**config.mk**
```make
export PLATFORM = sky130hd
export DESIGN_NAME = lld_ram
export DESIGN_NICKNAME = d
export VERILOG_FILES = /design/src/design/least_loaded_handle_dispatcher_core_macros.svh /design/src/design/lld_ram.sv
export SDC_FILE = /design/constraint.sdc
export NUM_CORES = 1
export LEC_CHECK = 0
export ABC_AREA = 1
export BUFFER_PORTS_ARGS = -buffer_cell sky130_fd_sc_hd__buf_4
export CORE_ASPECT_RATIO = 2
export CORE_UTILIZATION = 46
export DETAILED_ROUTE_END_ITERATION = 12
export PLACE_DENSITY = 0.71
export SETUP_SLACK_MARGIN = 0.05
export SYNTH_ARGS = -nofsm -noshare
export SYNTH_HDL_FRONTEND = slang
export SYNTH_SLANG_ARGS = --single-unit
```
**constraint.sdc**
```tcl
create_clock -name i_clk -period 1.9 [get_ports i_clk]
set_clock_uncertainty 0.2 [all_clocks]
set_input_delay 0.38 -clock i_clk [delete_from_list [all_inputs] [get_ports i_clk]]
set_output_delay 0.38 -clock i_clk [all_outputs]
set_load 0.05 [all_outputs]
```
**src/design/least_loaded_handle_dispatcher_core_macros.svh**
```systemverilog
// ----------------------------------------------------------------------------
// Assertion macros for the least-loaded handle dispatcher.
// Clocked on i_clk and disabled while i_rst_n is low.
// ----------------------------------------------------------------------------
`ifndef LEAST_LOADED_HANDLE_DISPATCHER_CORE_MACROS_SVH
`define LEAST_LOADED_HANDLE_DISPATCHER_CORE_MACROS_SVH

// The consequent must hold in the same cycle as the antecedent.
`define LLD_ASSERT_SAME(lbl, ante, cons, msg) \
    lbl: assert property (@(posedge i_clk) disable iff (!i_rst_n) \
        (ante) |-> (cons)) else $error(msg);

// The consequent must hold in the cycle after the antecedent.
`define LLD_ASSERT_NEXT(lbl, ante, cons, msg) \
    lbl: assert property (@(posedge i_clk) disable iff (!i_rst_n) \
        (ante) |=> (cons)) else $error(msg);

`endif

```
**src/design/lld_ram.sv**
```systemverilog
// ----------------------------------------------------------------------------
// lld_ram
// Generic simple dual-port RAM with one write port and a registered read.
// ----------------------------------------------------------------------------
module lld_ram #(
    parameter int WIDTH = 8,
    parameter int DEPTH = 16
) (
    input  logic                     i_clk,
    input  logic                     i_we,
    input  logic [$clog2(DEPTH)-1:0] i_waddr,
    input  logic [WIDTH-1:0]         i_wdata,
    input  logic [$clog2(DEPTH)-1:0] i_raddr,
    output logic [WIDTH-1:0]         o_rdata
);

    logic [WIDTH-1:0] r_mem [DEPTH];
    logic [WIDTH-1:0] r_rdata;

    always_ff @(posedge i_clk) begin
        if (i_we) begin
            r_mem[i_waddr] <= i_wdata;
        end
        r_rdata <= r_mem[i_raddr];
    end

    assign o_rdata = r_rdata;

endmodule

```
==> results of run 1 <==
## power by group through the flow
stage                     clock network, mW  logic [mW]  registers (mW)
after floorplan                           0       0.237            3.50
after global placement                    0       0.482            3.44
after detailed placement                  0       0.491            3.45
after CTS                              3.61       0.494            3.39
after global routing                   3.75       0.541            3.39
final                                  3.55       0.491            3.39
## synth_stat cells
library cell	count	area [µm²]
nor2_1	17	63.8
dfxtp_1	8	160
edfxtp_1	128	3840
inv_1	100	375
buf_2	13	65.1
nand3_1	97	485
buf_1	1	3.75
inv_2	2	7.51
buf_4	4	30.0
buf_6	6	67.6
nand3b_1	2	15.0
nand2_1	173	649
## state kept, by name, summed over array words and instances, names as in the netlist
register,flops
o_rdata,8
r_mem,128
## cell usage in the layout, fill, tap and decap left out
cell type | Yosys | routed
buf_12 | 0 | 3
buf_4 | 4 | 51
clkbuf_1 | 0 | 1
clkbuf_16 | 0 | 25
clkbuf_8 | 0 | 1
clkinv_1 | 0 | 2
clkinv_2 | 0 | 3
dfxtp_1 | 8 | 8
edfxtp_1 | 128 | 128
inv_1 | 100 | 100
inv_2 | 2 | 2
nand2_1 | 173 | 173
nand3_1 | 97 | 97
nand3b_1 | 2 | 2
nor2_1 | 17 | 17
## per-stage QoR
| step | power [mW] | setup slack, ns | utilization, % | hold WS, ns |
|---|---|---|---|---|
| floorplan | 3.74 | 0.369 | - | 0.279 |
| global placement | 3.93 | 0.179 | 51.1 | 0.445 |
| detailed placement | 3.94 | 0.155 | 51.1 | 0.459 |
| CTS | 7.49 | 0.230 | 56.5 | 0.0444 |
| global route | 7.68 | 0.218 | 56.5 | 0.0551 |
| finish | 7.43 | 0.274 | 56.5 | 0.0550 |
## worst paths after layout
| path | end | startpoint | cells after the start |
|---|---|---|---|
| worst max-delay path | o_rdata[6] | o_rdata[6] | 1 |
| worst min-delay path | o_rdata[7] | i_raddr[3] | 3 |
| worst max register to register | o_rdata[2] | r_mem[0][2] | 6 |
| worst min register to register | o_rdata[7] | r_mem[15][7] | 6 |
## cell families (layout without fill, tap and decap cells)
group                  after synthesis  count (layout)
flip-flops                         136             136
buffers and inverters              126             188
AND/OR/NAND/NOR                    289             289
## area by class of cell
cell class	instances	area, µm²	share of cell area, %
Sequential cell	136	4000	58.1
Multi-Input combinational cell	289	1210	17.6
Clock inverter	5	22.5	0.327
Inverter	102	383	5.55
Timing Repair Buffer	54	443	6.43
Clock buffer	27	643	9.33
Tap cell	147	184	2.67
## layer usage
metal | track usage (%) | vias up | share of wire, %
met5 | 0 | - | 0
met4 | 10.6 | 0 | 3.1
met1 | 24.6 | 1822 | 37
li1 | - | 1882 | -
met3 | 3.86 | 37 | 4.8
met2 | 37.9 | 147 | 55
==> flow_metrics.py, run 1 <==
metrics = {
    "setup_path": {
        "worstPathArrival_ns": 1.05,
        "path_cells": "buf_4",
        "slowest_delay_ns": 0.38,
        "critPathTopFamily": "flip-flops",
        "crit_buf_inv": 1,
        "worst-r2r-setup-slack_ns": 0.74,
        "endpoint_kind": "output pin",
        "worst-path-max-fanout": 1,
        "crit_slowest_cell": "dfxtp_1",
        "cp.required_ns": 1.32,
        "critical_path_class": "register to output pin",
        "start_kind": "register",
    },
    "routing": {
        "drc": 0,
        "drt_iter0_markers": 304,
        "dr.pass1.iters": 7,
        "avgRoutedWirePerCell_um": 16.9,
        "num_vias": 3888,
        "wl_um": 12900,
        "routed_via_density": 5.12,
        "ant_nets": 0,
    },
    "sta": {
        "setup_violations": 0,
        "tns_ns": 0,
        "fmax_mhz": 615,
        "slew_headroom_pct": 76.4,
        "min_period_ns": 1.63,
        "finalHoldViolations": 0,
        "rsz0062_at_grt": "false",
        "fin_crit_sh_pct": 85.6,
        "worstMarginPinSlew_ns": 0.354,
        "finalMaxSlewViolations": 0,
    },
    "yosys": {
        "synth_compound_area_share_pct": 0,
        "syn-cell-area_mm2": 0.00577,
        "synthMuxAreaShare_pct": 0,
        "synth_top_family_by_area": "simple AND/OR/NAND/NOR gates",
        "synth_xor_xnor_area_share_pct": 0,
        "seq_area_frac_synth_pct": 69.4,
        "yosys.area_share.simple_pct": 21.0,
        "synthCells": 551,
        "postSynthAreaPerCell_um2": 10.5,
        "yosys_register_bits": 136,
        "syn_nets": 569,
        "synth_warnings": 0,
        "synth_adder_area_share_pct": 0,
        "synth_cell_types": 12,
    },
    "power_and_ir_drop": {
        "p_seq_share_pct": 45.6,
        "switching_share_pct": 20.9,
        "max-vdd-ir-drop_mv": 0.713,
        "pwr-share-clk_pct": 47.8,
        "combPwrFrac_pct": 6.6,
        "powerDensity_mw_per_mm2": 1080,
        "p_sw_mw": 1.55,
        "p_leak_nw": 3.03,
        "intPower_mw": 5.88,
    },
    "cts": {
        "cts_tree": "done",
        "ctsHoldBuffers": 0,
        "clk_path_buf_depth": 3,
        "post_cts_resized": 0,
        "cts_root_buf": "clkbuf_16",
        "cts_sinks": 136,
        "cts_setup_buffers": 0,
        "htreeDepth": 4,
        "path_clk_slew_ns": 0.05,
        "numCtsBuffers": 25,
        "clkLatencyLatePin_ns": 0.45,
    },
    "place": {
        "placed_cell_area_mm2": 0.00623,
        "io_buffers": 25,
        "gp_congestion": 0.886,
        "placed_cells": 728,
        "dp_hpwl_um": 8400,
    },
    "cells_and_area": {
        "fin_area_mm2": 0.00689,
        "nets": 626,
        "finalNonFillerCells": 760,
        "n_antenna_cell": 0,
        "area_delta_synth_final_pct": 19.5,
        "final_layout_size_suffix_gt1_share_pct": 13.9,
        "nFillCells": 973,
    },
    "global_route": {
        "antenna_found_initial": 0,
        "grt_pass1_wl_um": 20500,
        "globalRouteTotalUtil_pct": 21.7,
        "overflow": 0,
        "grt_max_degree": 49,
        "grt_pass1_vias": 3926,
    },
    "hold_path": {
        "hold_path.class": "input pin to register",
    },
    "floorplanning": {
        "num_rows": 57,
        "die_area_mm2": 0.0130,
        "start_util_pct": 47.3,
        "ioPinCount": 26,
        "coreArea_mm2": 0.0122,
        "die_x_um": 81.2,
        "die-height_um": 160,
    },
    "status": {
        "status": "finished clean",
    },
    "job": {
        "cap_violations": 0,
    },
}
Note: power is estimated with default switching activity, not from simulation.
==> run 2: changes to the inputs <==
--- a/config.mk
+++ b/config.mk
@@ -10,7 +10,7 @@
 export CORE_ASPECT_RATIO = 2
 export CORE_UTILIZATION = 46
 export DETAILED_ROUTE_END_ITERATION = 12
-export PLACE_DENSITY = 0.71
+export PLACE_DENSITY = 0.74
 export SETUP_SLACK_MARGIN = 0.05
 export SYNTH_ARGS = -nofsm -noshare
 export SYNTH_HDL_FRONTEND = slang
==> constraint.sdc (replaced) <==
create_clock -name i_clk -period 1.35 [get_ports i_clk]
set_clock_uncertainty 0.2 [all_clocks]
set_input_delay 0.27 -clock i_clk [delete_from_list [all_inputs] [get_ports i_clk]]
set_output_delay 0.27 -clock i_clk [all_outputs]
set_load 0.05 [all_outputs]
==> flow_metrics.py, run 2 (synthesized netlist as in run 1, its figures left out) <==
metrics = {
    "setup_path": {
        "critical_path_class": "register to output pin",
        "worstRegToRegCells": 6,
        "slowest_delay_ns": 0.34,
        "worstReg2RegEnd": "o_rdata[2]",
        "cp.required_ns": 0.88,
        "crit_slowest_cell": "dfxtp_2",
        "path_cells": "buf_8",
        "crit_buf_inv": 1,
        "worst-r2r-setup-slack_ns": 0.08,
        "critPathLaunch": "o_rdata[7]",
        "start_kind": "register",
        "critPathTopFamily": "flip-flops",
        "worstPathArrival_ns": 0.90,
        "worst-path-max-fanout": 1,
        "reg2reg_from": "r_mem[1][2]",
        "endpoint_kind": "output pin",
    },
    "cells_and_area": {
        "final_common_cell": "nand2_1",
        "n_antenna_cell": 0,
        "mostFrequentLayoutCells": "173 x nand2_1, 128 x edfxtp_1, 100 x inv_1, 97 x nand3_1, 41 x buf_4",
        "area_delta_synth_final_pct": 21.3,
        "final_layout_size_suffix_gt1_share_pct": 16.0,
        "finalNonFillerCells": 764,
        "nets": 623,
        "fin_area_mm2": 0.00700,
        "largest_register_ff_count": 128,
        "regMostFlops": "r_mem",
        "nFillCells": 939,
    },
    "routing": {
        "drt_iter0_markers": 362,
        "avgRoutedWirePerCell_um": 17.3,
        "drc": 0,
        "routed_via_density": 5.11,
        "num_vias": 3906,
        "wl_um": 13200,
        "dr.pass1.iters": 5,
        "ant_nets": 0,
    },
    "hold_path": {
        "holdPathEnd": "r_mem[11][6]",
        "hold_path.class": "input pin to register",
        "hold_depth": 1,
        "min_from": "i_wdata[6]",
    },
    "floorplanning": {
        "die_area_mm2": 0.0130,
        "coreArea_mm2": 0.0122,
        "die-height_um": 160,
        "die_x_um": 81.2,
        "ioPinCount": 26,
        "start_util_pct": 47.3,
        "num_rows": 57,
    },
    "place": {
        "placed_cells": 732,
        "placed_cell_area_mm2": 0.00635,
        "gp_congestion": 0.919,
        "io_buffers": 25,
        "dp_hpwl_um": 8970,
    },
    "power_and_ir_drop": {
        "max-vdd-ir-drop_mv": 1.34,
        "powerDensity_mw_per_mm2": 1430,
        "p_leak_nw": 3.03,
    },
    "cts": {
        "path_clk_slew_ns": 0.06,
        "cts_tree": "done",
        "htreeDepth": 4,
        "cts_sinks": 136,
        "cts_root_buf": "clkbuf_16",
        "numCtsBuffers": 17,
        "cts_setup_buffers": 0,
        "clk_path_buf_depth": 2,
        "clkLatencyLatePin_ns": 0.42,
    },
    "global_route": {
        "globalRouteTotalUtil_pct": 22.6,
        "antenna_found_initial": 0,
        "grt_max_degree": 31,
        "grt_pass1_wl_um": 20600,
        "overflow": 0,
        "grt_pass1_vias": 4015,
    },
    "sta": {
        "fmax_mhz": 729,
        "finalHoldViolations": 0,
        "slew_headroom_pct": 77.9,
        "worstMarginPinSlew_ns": 0.332,
        "fin_crit_sh_pct": 102,
        "min_period_ns": 1.37,
        "finalMaxSlewViolations": 0,
        "rsz0062_at_grt": "true",
        "timing.final.ws_setup_ns": -0.0217,
        "setup_violations": 8,
    },
    "status": {
        "status": "complete, but fails checks",
        "violations": "setup timing",
    },
    "job": {
        "cap_violations": 0,
    },
}
## run 2: changes by cell type in the layout (fill, tap and decap cells not counted)
cell / previous run / this run
buf_12: 3 / 9
buf_4: 51 / 41
buf_8: 0 / 8
bufinv_16: 0 / 3
clkbuf_1: 1 / 3
clkbuf_16: 25 / 17
clkbuf_8: 1 / 0
clkinv_1: 2 / 3
clkinvlp_4: 0 / 2
dfxtp_1: 8 / 0
dfxtp_2: 0 / 8
dlygate4sd3_1: 0 / 1
nor2_1: 17 / 11
nor2_2: 0 / 6
## run 2: area by class of cell
class	instances	area, µm²	share of cell area, %
flip-flops and latches	136	4010	57.4
multi-input cells	289	1230	17.6
repair buffers	59	618	8.84
clock buffers	20	437	6.24
inverters	102	383	5.47
well taps	147	184	2.63
clock inverters	11	131	1.88
## run 2: timing repair
action | 4_1_cts | 5_1_grt
resized for setup | 24 | 0
cloned | 0 | 0
hold endpoints to repair | 5 | 0
hold buffers | 1 | 0
endpoints found under the setup margin | 8 | 8
## run 2: worst max-delay path by stage
stage | end | slack (ns) | depth (start not counted)
3_3_place_gp | o_rdata[0] | -0.18 | 8
6_report | o_rdata[7] | -0.02 | 1
3_5_place_dp | o_rdata[0] | -0.18 | 8
4_1_cts | o_rdata[6] | -0.03 | 1
2_1_floorplan | r_mem[10][0] | -0.07 | 2
5_1_grt | o_rdata[5] | -0.05 | 1
## run 2: routing by layer
layer  routed length, µm  GRT usage, %  vias up
li1                    -             -     1879
met3                 586          4.66       49
met5                   0             0        -
met4                 827          16.2        0
met2                7120          38.6      138
met1                4710          24.0     1840
## run 2: metrics by stage
step	setup WS (ns)	setup TNS (ns)	hold slack, ns	power, mW	util, %
5_1_grt	-0.0493	-0.295	0.0186	10.3	57.4
4_1_cts	-0.0349	-0.203	0.0118	10.1	57.4
2_1_floorplan	-0.0708	-5.64	0.169	5.26	-
3_5_place_dp	-0.180	-10.64	0.398	5.59	52.0
3_3_place_gp	-0.179	-8.67	0.384	5.57	52.0
6_report	-0.0217	-0.135	0.0132	10.0	57.4
## run 2: power by group
group / leakage [nW] / internal [mW] / switching (mW)
sequential: 1.22 / 4.73 / 0.0417
combinational: 1.54 / 0.283 / 0.508
clock: 0.272 / 2.86 / 1.60
total: 3.03 / 7.87 / 2.15
==> run 3: changes to the inputs <==
--- a/config.mk
+++ b/config.mk
@@ -5,7 +5,6 @@
 export SDC_FILE = /design/constraint.sdc
 export NUM_CORES = 1
 export LEC_CHECK = 0
-export ABC_AREA = 1
 export BUFFER_PORTS_ARGS = -buffer_cell sky130_fd_sc_hd__buf_4
 export CORE_ASPECT_RATIO = 2
 export CORE_UTILIZATION = 46
@@ -15,3 +14,4 @@
 export SYNTH_ARGS = -nofsm -noshare
 export SYNTH_HDL_FRONTEND = slang
 export SYNTH_SLANG_ARGS = --single-unit
+export TNS_END_PERCENT = 100
==> constraint.sdc (replaced) <==
create_clock -name i_clk -period 1.35 [get_ports i_clk]
set_clock_uncertainty 0.2 [all_clocks]
set_input_delay 0.135 -clock i_clk [delete_from_list [all_inputs] [get_ports i_clk]]
set_output_delay 0.135 -clock i_clk [all_outputs]
set_load 0.05 [all_outputs]
==> flow_metrics.py, run 3 <==
metrics = {
    "yosys": {
        "synth_cell_types": 19,
        "synth_edf_count": 128,
        "yosysTopAreaCell": "edfxtp_1",
        "synth_warnings": 0,
        "synth.top_cell.area_share_pct": 74.7,
        "synth_area_leaders": "edfxtp_1 75%, mux4_2 7.9%, mux4_1 7.1%",
        "yosys_register_bits": 136,
        "post-synth-top-count-cell": "edfxtp_1",
        "seq_area_frac_synth_pct": 77.8,
        "synth_commonest_cells": "128 x edfxtp_1, 18 x mux4_2, 16 x a22oi_1, 14 x mux4_1, 13 x nor2_1",
        "async_flop_share_pct": 0,
        "syn-cell-area_mm2": 0.00515,
        "synthCells": 229,
        "synth_flop_cell": "edfxtp_1",
        "postSynthAreaPerCell_um2": 22.5,
        "syn_nets": 247,
    },
    "floorplanning": {
        "num_rows": 54,
        "ioPinCount": 26,
        "die_x_um": 76.8,
        "die_area_mm2": 0.0116,
        "coreArea_mm2": 0.0109,
        "die-height_um": 152,
        "start_util_pct": 47.3,
    },
    "power_and_ir_drop": {
        "pwr-share-clk_pct": 46.4,
        "intPower_mw": 8.08,
        "powerDensity_mw_per_mm2": 1540,
        "switching_share_pct": 20.2,
        "p_seq_share_pct": 47.0,
        "p_leak_nw": 2.20,
        "max-vdd-ir-drop_mv": 1.45,
        "combPwrFrac_pct": 6.6,
        "p_sw_mw": 2.05,
    },
    "sta": {
        "min_period_ns": 1.45,
        "tns_ns": -0.589,
        "timing.final.ws_setup_ns": -0.102,
        "setup_violations": 8,
        "fmax_mhz": 689,
        "fin_crit_sh_pct": 108,
        "rsz0062_at_grt": "true",
        "finalHoldViolations": 0,
        "slew_headroom_pct": 37.2,
        "finalMaxSlewViolations": 0,
        "worstMarginPinSlew_ns": 0.939,
    },
    "routing": {
        "met3_length_um": 390,
        "wl_um": 9900,
        "drt_iter0_markers": 147,
        "avgRoutedWirePerCell_um": 21.8,
        "drc": 0,
        "ant_nets": 0,
        "top_layer": "met4",
        "wl_met2_um": 5730,
        "num_vias": 2490,
        "drt-met1-wl_um": 3370,
        "dr.pass1.iters": 4,
        "routed_via_density": 5.48,
    },
    "cts": {
        "clk_path_buf_depth": 2,
        "cts_root_buf": "clkbuf_16",
        "path_clk_slew_ns": 0.06,
        "htreeDepth": 4,
        "cts_sinks": 136,
        "cts_tree": "done",
        "cts_setup_buffers": 0,
        "numCtsBuffers": 17,
        "clkLatencyLatePin_ns": 0.41,
    },
    "place": {
        "pre_cts_ws_ns": -0.325,
        "gp_congestion": 0.766,
        "dp_hpwl_um": 7020,
        "io_buffers": 25,
    },
    "cells_and_area": {
        "nets": 320,
        "area_delta_synth_final_pct": 28.0,
        "final_common_cell": "edfxtp_1",
        "mostFrequentLayoutCells": "128 x edfxtp_1, 40 x buf_4, 32 x mux4_2, 17 x clkbuf_16, 13 x buf_12",
        "n_antenna_cell": 0,
        "largest_register_ff_count": 128,
        "regMostFlops": "r_mem",
        "final_layout_size_suffix_gt1_share_pct": 46.2,
        "postLayoutCoreUtil_pct": 60.6,
    },
    "global_route": {
        "overflow": 0,
        "globalRouteTotalUtil_pct": 19.0,
        "grt_pass1_vias": 2756,
        "antenna_found_initial": 0,
        "grt_max_degree": 26,
        "grt_pass1_wl_um": 15200,
    },
    "setup_path": {
        "critPathLaunch": "r_mem[10][5]",
        "worst-r2r-setup-slack_ns": -0.10,
        "worstPathArrival_ns": 1.54,
        "start_kind": "register",
        "critical_path_class": "register to register",
        "reg2reg_from": "r_mem[10][5]",
        "worst-path-max-fanout": 1,
        "worstReg2RegEnd": "o_rdata[5]",
        "endpoint_kind": "register",
        "cp.required_ns": 1.44,
        "worstRegToRegCells": 3,
        "cp-endpoint": "o_rdata[5]",
    },
    "job": {
        "cap_violations": 0,
    },
    "status": {
        "status": "complete, but fails checks",
        "violations": "setup timing",
    },
    "hold_path": {
        "hold_path.class": "input pin to register",
    },
}
-- run 3: stage by stage --
step | instances | total power [mW] | area (µm²) | hold WS [ns]
floorplan | 229 | 5.20 | 5200 | 0.0339
global placement | 415 | 5.45 | 5830 | 0.230
detailed placement | 415 | 5.48 | 5830 | 0.248
CTS | 454 | 10.2 | 6560 | 0.0196
global route | 454 | 10.4 | 6590 | 0.0239
finish | 454 | 10.1 | 6590 | 0.0258
-- run 3: how the worst min path moves through the flow --
stage	from	to	slack, ns	cells after the start
final	i_waddr[0]	r_mem[4][2]	0.03	3
after global routing	i_waddr[0]	r_mem[4][2]	0.02	3
after CTS	i_waddr[0]	r_mem[4][3]	0.02	3
after detailed placement	i_wdata[4]	r_mem[6][4]	0.25	1
after global placement	i_wdata[0]	r_mem[6][0]	0.23	1
after floorplan	i_wdata[0]	r_mem[0][0]	0.03	0
-- run 3: layout make-up --
| cell class | count | area (µm²) |
|---|---|---|
| Sequential cell | 136 | 4010 |
| Fill cell | 725 | 4290 |
| Timing Repair Buffer | 64 | 674 |
| Clock inverter | 14 | 183 |
| Clock buffer | 17 | 425 |
| Tap cell | 140 | 175 |
| Multi-Input combinational cell | 83 | 1120 |
-- run 3: critical path, stage by stage, from the launching register on --
cell and delay [ns]:
edfxtp_1 0.36, mux4_2 0.49, a22oi_2 0.19, nand2_1 0.09
-- run 3: kinds of logic after synthesis --
logic type | synth area share, %
AOI/OAI and AO/OA | 2.33
buffers and inverters | 1.68
DFF | 77.8
muxes | 15.0
and+or+nand+nor | 3.18
-- run 3: timing repair --
item                                   in CTS  in global routing
setup endpoints to repair                  11                  9
endpoints found under the hold margin     128                  0
pin swaps                                   2                  4
hold buffers                                8                  0
gates resized for setup                    11                  7
-- run 3: metal layers --
layer	track usage (%)	up-vias
met2	35.3	72
met4	11.2	0
met1	18.1	1281
li1	-	1109
met3	5.99	28
met5	0	-
-- run 3: power groups by stage --
stage	registers [mW]	clock network, mW	logic [mW]
2_1_floorplan	4.93	0	0.272
3_3_place_gp	4.84	0	0.618
3_5_place_dp	4.84	0	0.633
4_1_cts	4.76	4.76	0.672
5_1_grt	4.76	4.93	0.717
6_report	4.76	4.70	0.672
